<file path="config.mk">
export PLATFORM = sky130hd
export DESIGN_NAME = deferred_release_timer_queue_core_flat
export DESIGN_NICKNAME = d
export VERILOG_FILES = /design/src/drtq_pkg.sv /design/src/drtq_cmd_if.sv /design/src/drtq_rel_if.sv /design/src/drtq_store.sv /design/src/deferred_release_timer_queue_core.sv /design/src/flat_wrapper.sv
export VERILOG_INCLUDE_DIRS = /design/src /design/src/src
export SDC_FILE = /design/constraint.sdc
export NUM_CORES = 2
export LEC_CHECK = 0
export BUFFER_PORTS_ARGS = -buffer_cell sky130_fd_sc_hd__buf_2
export CAP_MARGIN = 20
export CORE_MARGIN = 3
export CORE_UTILIZATION = 49
export DETAILED_ROUTE_END_ITERATION = 8
export PLACE_DENSITY = 0.67
export SETUP_SLACK_MARGIN = 0.15
export SYNTH_ARGS = -nofsm -noshare
export SYNTH_HDL_FRONTEND = slang
export SYNTH_HIERARCHICAL = 1
export SYNTH_SLANG_ARGS = --single-unit
</file>
<file path="constraint.sdc">
create_clock -name clk -period 46.4 [get_ports clk]
set_clock_uncertainty 0.1 [all_clocks]
set_input_delay 2.32 -clock clk [delete_from_list [all_inputs] [get_ports clk]]
set_output_delay 2.32 -clock clk [all_outputs]
set_load 0.005 [all_outputs]
</file>
<file path="src/deferred_release_timer_queue_core_defines.svh">
// Assertion macros for the deferred release timer queue.
// Included by files that carry concurrent assertions; no other dependencies.
`ifndef DEFERRED_RELEASE_TIMER_QUEUE_CORE_DEFINES_SVH
`define DEFERRED_RELEASE_TIMER_QUEUE_CORE_DEFINES_SVH
`ifndef SYNTHESIS
`define DRTQ_ASSERT_IMPLY(lbl, clk, rst, ante, cons, msg) \
  lbl: assert property (@(posedge clk) disable iff (rst) (ante) |-> (cons)) else $error(msg);
`define DRTQ_ASSERT_NEXT(lbl, clk, rst, ante, cons, msg) \
  lbl: assert property (@(posedge clk) disable iff (rst) (ante) |=> (cons)) else $error(msg);
`else
`define DRTQ_ASSERT_IMPLY(lbl, clk, rst, ante, cons, msg)
`define DRTQ_ASSERT_NEXT(lbl, clk, rst, ante, cons, msg)
`endif
`endif

</file>
<file path="src/drtq_pkg.sv">
// Shared types and constants for the deferred release timer queue.
// No dependencies.
package drtq_pkg;

  localparam int MAX_RESULTS = 16;
  localparam int NW = $clog2(MAX_RESULTS + 1);

  localparam logic STATUS_RELEASED = 1'b0;
  localparam logic STATUS_FULL     = 1'b1;

  typedef enum logic [1:0] {
    OP_ENQUEUE = 2'd0,
    OP_TICK    = 2'd1,
    OP_PURGE   = 2'd2,
    OP_NONE    = 2'd3
  } opcode_t;

  typedef enum logic [3:0] {
    S_IDLE,
    S_SCAN_RD,
    S_SCAN_CMP,
    S_SHIFT_RD,
    S_SHIFT_WR,
    S_INSERT,
    S_REL_RD,
    S_REL_CMP,
    S_OUT
  } state_t;

  typedef struct packed {
    logic [9:0]  kind;
    logic [31:0] pos_x;
    logic [31:0] pos_y;
    logic [31:0] pos_z;
    logic [31:0] heading;
    logic [15:0] flags;
    logic [31:0] ctx;
  } payload_t;

  typedef struct packed {
    logic [31:0] due;
    payload_t    pay;
  } entry_t;

endpackage

</file>
<file path="src/drtq_cmd_if.sv">
// Command channel: enqueue, tick and purge transactions.
// No dependencies.
interface drtq_cmd_if;
  logic               valid;
  logic               ready;
  logic [1:0]         opcode;
  logic signed [31:0] delay_ticks;
  logic [9:0]         kind;
  logic [31:0]        pos_x;
  logic [31:0]        pos_y;
  logic [31:0]        pos_z;
  logic [31:0]        heading;
  logic [15:0]        spawn_flags;
  logic [31:0]        context_tag;

  modport source (
    output valid, opcode, delay_ticks, kind, pos_x, pos_y, pos_z, heading,
           spawn_flags, context_tag,
    input  ready
  );
  modport sink (
    input  valid, opcode, delay_ticks, kind, pos_x, pos_y, pos_z, heading,
           spawn_flags, context_tag,
    output ready
  );
endinterface

</file>
<file path="src/drtq_rel_if.sv">
// Release channel: released or refused payload transactions.
// No dependencies.
interface drtq_rel_if;
  logic        valid;
  logic        ready;
  logic        status;
  logic [9:0]  out_kind;
  logic [31:0] out_pos_x;
  logic [31:0] out_pos_y;
  logic [31:0] out_pos_z;
  logic [31:0] out_heading;
  logic [15:0] out_flags;
  logic [31:0] out_context;
  logic        last;

  modport source (
    output valid, status, out_kind, out_pos_x, out_pos_y, out_pos_z, out_heading,
           out_flags, out_context, last,
    input  ready
  );
  modport sink (
    input  valid, status, out_kind, out_pos_x, out_pos_y, out_pos_z, out_heading,
           out_flags, out_context, last,
    output ready
  );
endinterface

</file>
<file path="src/drtq_store.sv">
// Entry store: one write port, one registered read port.
// Depends on drtq_pkg.
module drtq_store #(
  parameter int DEPTH = 16,
  localparam int AW = $clog2(DEPTH)
) (
  input  logic            clk,
  input  logic            we,
  input  logic [AW-1:0]   waddr,
  input  drtq_pkg::entry_t wdata,
  input  logic [AW-1:0]   raddr,
  output drtq_pkg::entry_t rdata
);
  import drtq_pkg::*;

  entry_t mem [DEPTH];

  always_ff @(posedge clk) begin
    if (we) begin
      mem[waddr] <= wdata;
    end
  end

  always_ff @(posedge clk) begin
    rdata <= mem[raddr];
  end
endmodule

</file>
<file path="src/deferred_release_timer_queue_core.sv">
// Deferred release timer queue: due-time ordered queue in a circular store.
// Depends on drtq_pkg, drtq_cmd_if, drtq_rel_if, drtq_store and the defines header.
//
//   channel  modport  moves
//   cmd      sink     enqueue / tick / purge transactions
//   rel      source   released or refused payloads, last marks the final one
//
// Enqueue: entries ahead of the slot are read and compared, those behind it are read
// and written one place back, then the new entry is written; immediate and refused
// ones go straight to the output handshake. Tick: the head is read and compared;
// each due entry is taken, then output after a further read and compare set last,
// waiting on output stalls; purge acts in idle. One transaction at a time.
// Synchronous reset empties the queue and zeroes time; no clearing pass.
`include "deferred_release_timer_queue_core_defines.svh"
module deferred_release_timer_queue_core #(
  parameter int QUEUE_DEPTH = 16
) (
  input logic        clk,
  input logic        rst,
  drtq_cmd_if.sink   cmd,
  drtq_rel_if.source rel
);
  import drtq_pkg::*;

  localparam int AW = $clog2(QUEUE_DEPTH);
  localparam int CW = $clog2(QUEUE_DEPTH + 1);

  state_t             state, state_next;
  logic [CW-1:0]      count, count_next;
  logic [AW-1:0]      head, head_next;
  logic [31:0]        now, now_next;
  logic [CW-1:0]      idx, idx_next;
  logic [CW-1:0]      sh, sh_next;
  logic [NW-1:0]      n, n_next;
  logic               pending, pending_next;
  opcode_t            op, op_next;
  entry_t             item, item_next;
  logic signed [31:0] delay, delay_next;
  logic               out_status, out_status_next;
  payload_t           out_pay, out_pay_next;
  logic               out_last, out_last_next;

  logic               mem_we;
  logic [AW-1:0]      mem_waddr;
  logic [AW-1:0]      mem_raddr;
  entry_t             mem_wdata;
  entry_t             rdata;

  logic [31:0]        rem;
  logic signed [31:0] cmp_ref;
  logic               cmp_le;
  logic               rel_due;
  payload_t           cmd_pay;
  logic               purge_acc;

  function automatic logic [AW-1:0] phys(input logic [AW-1:0] hd, input logic [CW-1:0] li);
    logic [AW:0] s;
    s = {1'b0, hd} + (AW+1)'(li);
    if (s >= (AW+1)'(QUEUE_DEPTH)) begin
      s = s - (AW+1)'(QUEUE_DEPTH);
    end
    return s[AW-1:0];
  endfunction

  drtq_store #(.DEPTH(QUEUE_DEPTH)) u_store (
    .clk   (clk),
    .we    (mem_we),
    .waddr (mem_waddr),
    .wdata (mem_wdata),
    .raddr (mem_raddr),
    .rdata (rdata)
  );

  // shared remaining-time compare
  assign rem     = rdata.due - now;
  assign cmp_le  = $signed(rem) <= cmp_ref;
  assign rel_due = (count != '0) && (n < NW'(MAX_RESULTS)) && cmp_le;

  assign cmd_pay = '{kind: cmd.kind, pos_x: cmd.pos_x, pos_y: cmd.pos_y,
                     pos_z: cmd.pos_z, heading: cmd.heading,
                     flags: cmd.spawn_flags, ctx: cmd.context_tag};

  assign purge_acc = cmd.valid && cmd.ready && (cmd.opcode == OP_PURGE);

  assign cmd.ready       = (state == S_IDLE);
  assign rel.valid       = (state == S_OUT);
  assign rel.status      = out_status;
  assign rel.out_kind    = out_pay.kind;
  assign rel.out_pos_x   = out_pay.pos_x;
  assign rel.out_pos_y   = out_pay.pos_y;
  assign rel.out_pos_z   = out_pay.pos_z;
  assign rel.out_heading = out_pay.heading;
  assign rel.out_flags   = out_pay.flags;
  assign rel.out_context = out_pay.ctx;
  assign rel.last        = out_last;

  always_ff @(posedge clk) begin
    if (rst) begin
      state   <= S_IDLE;
      count   <= '0;
      head    <= '0;
      now     <= '0;
      n       <= '0;
      pending <= 1'b0;
    end else begin
      state   <= state_next;
      count   <= count_next;
      head    <= head_next;
      now     <= now_next;
      n       <= n_next;
      pending <= pending_next;
    end
  end

  always_ff @(posedge clk) begin
    idx        <= idx_next;
    sh         <= sh_next;
    op         <= op_next;
    item       <= item_next;
    delay      <= delay_next;
    out_status <= out_status_next;
    out_pay    <= out_pay_next;
    out_last   <= out_last_next;
  end

  always_comb begin
    state_next      = state;
    count_next      = count;
    head_next       = head;
    now_next        = now;
    idx_next        = idx;
    sh_next         = sh;
    n_next          = n;
    pending_next    = pending;
    op_next         = op;
    item_next       = item;
    delay_next      = delay;
    out_status_next = out_status;
    out_pay_next    = out_pay;
    out_last_next   = out_last;
    mem_we          = 1'b0;
    mem_waddr       = phys(head, sh);
    mem_wdata       = rdata;
    mem_raddr       = phys(head, idx);
    cmp_ref         = '0;

    unique case (state)
      S_IDLE: begin
        if (cmd.valid) begin
          op_next       = opcode_t'(cmd.opcode);
          delay_next    = cmd.delay_ticks;
          item_next.due = now + cmd.delay_ticks;
          item_next.pay = cmd_pay;
          unique case (opcode_t'(cmd.opcode))
            OP_ENQUEUE: begin
              if (cmd.delay_ticks <= 32'sd0) begin
                out_status_next = STATUS_RELEASED;
                out_pay_next    = cmd_pay;
                out_last_next   = 1'b1;
                state_next      = S_OUT;
              end else if (count >= CW'(QUEUE_DEPTH)) begin
                out_status_next = STATUS_FULL;
                out_pay_next    = cmd_pay;
                out_last_next   = 1'b1;
                state_next      = S_OUT;
              end else begin
                idx_next   = '0;
                state_next = S_SCAN_RD;
              end
            end
            OP_TICK: begin
              n_next       = '0;
              pending_next = 1'b0;
              state_next   = S_REL_RD;
            end
            OP_PURGE: begin
              count_next = '0;
              head_next  = '0;
            end
            default: begin
            end
          endcase
        end
      end
      S_SCAN_RD: begin
        if (idx == count) begin
          sh_next    = count;
          state_next = S_SHIFT_RD;
        end else begin
          mem_raddr  = phys(head, idx);
          state_next = S_SCAN_CMP;
        end
      end
      S_SCAN_CMP: begin
        cmp_ref = delay;
        if (cmp_le) begin
          idx_next   = idx + CW'(1);
          state_next = S_SCAN_RD;
        end else begin
          sh_next    = count;
          state_next = S_SHIFT_RD;
        end
      end
      S_SHIFT_RD: begin
        if (sh == idx) begin
          state_next = S_INSERT;
        end else begin
          mem_raddr  = phys(head, sh - CW'(1));
          state_next = S_SHIFT_WR;
        end
      end
      S_SHIFT_WR: begin
        mem_we     = 1'b1;
        mem_waddr  = phys(head, sh);
        mem_wdata  = rdata;
        sh_next    = sh - CW'(1);
        state_next = S_SHIFT_RD;
      end
      S_INSERT: begin
        mem_we     = 1'b1;
        mem_waddr  = phys(head, idx);
        mem_wdata  = item;
        count_next = count + CW'(1);
        state_next = S_IDLE;
      end
      S_REL_RD: begin
        mem_raddr  = head;
        state_next = S_REL_CMP;
      end
      S_REL_CMP: begin
        cmp_ref = '0;
        if (pending) begin
          // held release goes out once we know whether another follows
          out_last_next = !rel_due;
          state_next    = S_OUT;
        end else if (rel_due) begin
          out_status_next = STATUS_RELEASED;
          out_pay_next    = rdata.pay;
          head_next       = phys(head, CW'(1));
          count_next      = count - CW'(1);
          n_next          = n + NW'(1);
          pending_next    = 1'b1;
          state_next      = S_REL_RD;
        end else begin
          now_next   = now + 32'd1;
          state_next = S_IDLE;
        end
      end
      S_OUT: begin
        if (rel.ready) begin
          pending_next = 1'b0;
          if (out_last) begin
            if (op == OP_TICK) begin
              now_next = now + 32'd1;
            end
            state_next = S_IDLE;
          end else begin
            state_next = S_REL_RD;
          end
        end
      end
      default: begin
        state_next = S_IDLE;
      end
    endcase
  end

  `DRTQ_ASSERT_IMPLY(a_count_bound, clk, rst, 1'b1, count <= CW'(QUEUE_DEPTH), "count over depth")
  `DRTQ_ASSERT_IMPLY(a_one_at_a_time, clk, rst, rel.valid, !cmd.ready, "busy overlap")
  `DRTQ_ASSERT_NEXT(a_purge_empties, clk, rst, purge_acc, count == '0, "purge left entries")
  `DRTQ_ASSERT_IMPLY(a_release_cap, clk, rst, 1'b1, n <= NW'(MAX_RESULTS), "too many releases")
endmodule

</file>
<file path="src/flat_wrapper.sv">
// flat-port wrapper written by rule: the top's interface ports become plain ports
module deferred_release_timer_queue_core_flat import drtq_pkg::*;
#(
  parameter int QUEUE_DEPTH = 16
)
  (clk, rst, cmd_valid, cmd_opcode, cmd_delay_ticks, cmd_kind, cmd_pos_x, cmd_pos_y, cmd_pos_z, cmd_heading, cmd_spawn_flags, cmd_context_tag, cmd_ready, rel_valid, rel_status, rel_out_kind, rel_out_pos_x, rel_out_pos_y, rel_out_pos_z, rel_out_heading, rel_out_flags, rel_out_context, rel_last, rel_ready);
  drtq_cmd_if cmd_i ();
  drtq_rel_if rel_i ();
  input logic clk;
  input logic rst;
  input wire logic [$bits(cmd_i.valid)-1:0] cmd_valid;
  input wire logic [$bits(cmd_i.opcode)-1:0] cmd_opcode;
  input wire logic [$bits(cmd_i.delay_ticks)-1:0] cmd_delay_ticks;
  input wire logic [$bits(cmd_i.kind)-1:0] cmd_kind;
  input wire logic [$bits(cmd_i.pos_x)-1:0] cmd_pos_x;
  input wire logic [$bits(cmd_i.pos_y)-1:0] cmd_pos_y;
  input wire logic [$bits(cmd_i.pos_z)-1:0] cmd_pos_z;
  input wire logic [$bits(cmd_i.heading)-1:0] cmd_heading;
  input wire logic [$bits(cmd_i.spawn_flags)-1:0] cmd_spawn_flags;
  input wire logic [$bits(cmd_i.context_tag)-1:0] cmd_context_tag;
  output wire logic [$bits(cmd_i.ready)-1:0] cmd_ready;
  output wire logic [$bits(rel_i.valid)-1:0] rel_valid;
  output wire logic [$bits(rel_i.status)-1:0] rel_status;
  output wire logic [$bits(rel_i.out_kind)-1:0] rel_out_kind;
  output wire logic [$bits(rel_i.out_pos_x)-1:0] rel_out_pos_x;
  output wire logic [$bits(rel_i.out_pos_y)-1:0] rel_out_pos_y;
  output wire logic [$bits(rel_i.out_pos_z)-1:0] rel_out_pos_z;
  output wire logic [$bits(rel_i.out_heading)-1:0] rel_out_heading;
  output wire logic [$bits(rel_i.out_flags)-1:0] rel_out_flags;
  output wire logic [$bits(rel_i.out_context)-1:0] rel_out_context;
  output wire logic [$bits(rel_i.last)-1:0] rel_last;
  input wire logic [$bits(rel_i.ready)-1:0] rel_ready;
  assign cmd_i.valid = cmd_valid;
  assign cmd_i.opcode = cmd_opcode;
  assign cmd_i.delay_ticks = cmd_delay_ticks;
  assign cmd_i.kind = cmd_kind;
  assign cmd_i.pos_x = cmd_pos_x;
  assign cmd_i.pos_y = cmd_pos_y;
  assign cmd_i.pos_z = cmd_pos_z;
  assign cmd_i.heading = cmd_heading;
  assign cmd_i.spawn_flags = cmd_spawn_flags;
  assign cmd_i.context_tag = cmd_context_tag;
  assign cmd_ready = cmd_i.ready;
  assign rel_valid = rel_i.valid;
  assign rel_status = rel_i.status;
  assign rel_out_kind = rel_i.out_kind;
  assign rel_out_pos_x = rel_i.out_pos_x;
  assign rel_out_pos_y = rel_i.out_pos_y;
  assign rel_out_pos_z = rel_i.out_pos_z;
  assign rel_out_heading = rel_i.out_heading;
  assign rel_out_flags = rel_i.out_flags;
  assign rel_out_context = rel_i.out_context;
  assign rel_last = rel_i.last;
  assign rel_i.ready = rel_ready;
  deferred_release_timer_queue_core #(.QUEUE_DEPTH(QUEUE_DEPTH)) u_core (.clk(clk), .rst(rst), .cmd(cmd_i), .rel(rel_i));
endmodule
</file>
==> flow_summary.toml <==
[floorplan]
fp.dieH_um = 580
die-width_um = 580
io-pin-count = 414
area_of_the_core_mm2 = 0.328
num_rows = 210
floorplan.die_area_mm2 = 0.336
starting_utilization_of_the_core_area = 0.493

[critical_path]
critPathArrivalTime_ns = 8.45
required_worst_endpoint_ns = 46.86
crit-reg2reg-launch = "u_core/now[2]$_SDFFE_PP0P_"
r2r_end = "u_core/rel.out_pos_x[5]$_DFFE_PP_"
crit_path_max_fanout = 60
endpoint_kind = "register"
worst-r2r-setup-slack_ns = 38.41
startpoint_type = "register"
path_class = "reg2reg"
ff2ff_path_depth = 20

[synthesis]
synth_edf_count = 3938
post_synth_mux_area_share = 0.126
synth.avg_cell_area_um2 = 19.0
number_of_synthesized_register_bits = 4207
synth-compound-area-share = 0.0341
netlist_top_cells_area = "edfxtp_1 73%, mux4_2 11%, nand2_1 3.4%"
synth-xor-area-share = 0.00434
sequential_fraction_of_the_synthesis_area = 0.766
synthDistinctLibCells = 75
synth_async_sr_flop_share = 0
synth-warning-count = 6
synth_top_area_cell = "edfxtp_1"
synth_adder_area_share = 0.00935
post-synth-top-area-fraction = 0.733
synth-simple-area-share = 0.0470
synth_top_family_by_area = "multiplexers"
post_synth_inst_count = 8514
syn-cell-area_mm2 = 0.161
synth_ff_type = "edfxtp_1"
postSynthNetCount = 8855

[sta]
unrepaired_setup_endpoints_after_global_routing = "no"
finalMaxSlewViolations = 0
min_period_over_period = 0.172
hold_violations = 0
slew-limit-headroom = 0.225
final-setup-viol-count = 0
worstMarginPinSlew_ns = 1.16
max_frequency_mhz = 125
setup_total_negative_slack_ns = 0
layout_min_cycle_time_ns = 7.99
final.setup.worst_slack_ns = 38.41

[cts]
post_cts_resize_count = 0
clk_latency_ns = 0.96
worst_setup_hold_path_clk_slew_ns = 0.06
ctsLongestPathBuffers = 4
clock_tree.htree_level_count = 5
cts-root-buf = "clkbuf_16"
cts_made_buffers = 414
tritoncts_clock_tree = "built"
cts_setup_buffers = 0
clock-sinks = 4207
number_of_hold_buffers_added_after_cts = 0

[route]
via_count = 84200
route.antenna.remaining_nets = 0
routed_wl_um = 408000
via_cell_ratio = 6.10
detail_routed_net_length_per_standard_cell_um = 29.6
post-route-drc-count = 0
drtIter0Drc = 9611
drt_pre_antenna_iters = 6

[grt]
met1_resource_use_gr = 0.347
grt_pass1_vias = 85000
met2_usage = 0.382
grt_max_degree = 112
grtUsageTotal = 0.239
first_pass_grt_wire_length_um = 593000
grtUsageMet3 = 0.0399
grt_busiest_layer = "met2"
gr-total-overflow = 0
antenna_violations_before_repair = 22

[min_path]
min_delay_path_depth = 2
hold_path_start = "u_core/u_store/rdata[18]$_DFF_P_"
min_path_type = "reg2reg"
min_delay_worst_endpoint = "u_core/rel.out_context[18]$_DFFE_PP_"

[finish]
layout_commonest_cell = "edfxtp_1"
largest_reg_flops = 3488
areaGrowthSynthToFinish_pct = 13.1
layout.cells.most_common_list = "3938 x edfxtp_1, 1454 x nand2_1, 813 x mux4_2, 422 x clkbuf_16, 413 x buf_2"
final_layout_size_suffix_gt1_frac = 0.232
largestRegisters = "u_core/u_store/mem: 3488 flops, u_core/item: 218 flops, u_core/u_store/rdata: 218 flops"
top_register = "u_core/u_store/mem"
finish.net_count = 9428

[place]
place_ws_ns = 38.08
place.gp.congestion = 0.831
dp.final_hpwl_um = 213000
numPortBuffers = 413

[power_and_ir_drop]
power_per_cell_area_mw_per_mm2 = 46.7
power_leakage_nw = 61.1
vdd_ir_drop_max_v = 0.0000346

[job]
maxCapViolations = 0

[outcome]
status = "finished clean"
## cells by family after synthesis
family                   count (synthesis)
AO/OA/AOI/OAI                          766
buffers and inverters                  490
XOR/XNOR                                80
AND/OR/NAND/NOR                       1859
adder cells (fa/ha/maj)                117
multiplexers                           995
flip-flops                            4207
## per-layer routing
metal | part of all wire | up-vias
met4 | 0.023 | 14
met5 | 0.00020 | -
met2 | 0.48 | 3989
li1 | - | 35000
met3 | 0.088 | 596
met1 | 0.41 | 44500
## cells in the mapped netlist, drive strengths merged (6+ instances only)
cell and number:
a21boi 6, edfxtp 3938, a211o 7, and2 13, a21oi 109, fa 6
o21bai 11, o22a 9, o21a 10, dfxtp 269, a221oi 25, nand3b 7
inv 68, o211ai 13, nor2b 54, nand2 1456, nor3 25, ha 111
a22oi 368, xnor2 54, a2111oi 8, mux4 813, nand4 14, xor2 26
a21o 40, nor2 153, a211oi 12, nor4 12, nand3 39, nand2b 41
a31oi 8, clkbuf 250, and3 16, o21ai 66, mux2 140, mux2i 42
or4 7, o221ai 39, buf 172
## report_power, final
| part | switching (mW) | internal [mW] |
|---|---|---|
| sequential | 0.0596 | 4.40 |
| combinational | 0.483 | 0.243 |
| clock | 1.41 | 1.93 |
| total | 1.95 | 6.57 |
## worst max path at each step
stage | endpoint | startpoint
finish | u_core/rel.out_pos_x[5]$_DFFE_PP_ | u_core/now[2]$_SDFFE_PP0P_
global route | u_core/u_store/rdata[82]$_DFF_P_ | u_core/idx[3]$_SDFFCE_PP0P_
CTS | u_core/u_store/rdata[82]$_DFF_P_ | u_core/state[1]$_SDFFE_PP0P_
detailed placement | u_core/u_store/rdata[82]$_DFF_P_ | u_core/state[1]$_SDFFE_PP0P_
global placement | u_core/u_store/rdata[87]$_DFF_P_ | u_core/idx[1]$_SDFFCE_PP0P_
floorplan | u_core/u_store/mem[0][0]$_DFFE_PP_ | u_core/state[2]$_SDFFE_PP0P_
## cell type report
| type | instances | area [um2] |
|---|---|---|
| repair buffers | 579 | 3620 |
| fillers | 24400 | 145000 |
| clock buffers | 559 | 11500 |
| multi-input cells | 3817 | 35900 |
| clock inverters | 218 | 2160 |
| well taps | 4346 | 5440 |
| inverters | 68 | 285 |
| flip-flops and latches | 4207 | 124000 |
| diodes | 8 | 20.0 |
## per-stage QoR
step                instance area (um2)  hold slack (ns)  utilization  std cells  power [mW]
floorplan                        161000            0.356            -       8514        5.01
global placement                 169000            0.378        0.515      13000        5.23
detailed placement               169000            0.399        0.515      13000        5.26
CTS                              182000            0.408        0.557      13800        8.58
global route                     183000            0.429        0.557      13800        8.80
finish                           183000            0.411        0.557      13800        8.53
## worst max-delay path: stages, from the launching register on
cell and delay, ns:
dfxtp_1 0.55, inv_1 0.12, ha_1 0.37, o211ai_1 0.19
a21oi_1 0.08, o211ai_1 0.29, nand2_1 0.17, a311oi_1 0.78
o311ai_0 0.39, and3_1 0.28, or3_1 0.37, nand3_1 0.09
ha_1 0.28, nand4_1 0.18, or4_4 0.53, or4_4 0.57
nor3_1 0.21, a31o_2 0.13, a41oi_1 0.14, nand2_4 0.82
buf_4 0.76
(Power assumes the default switching activity.)
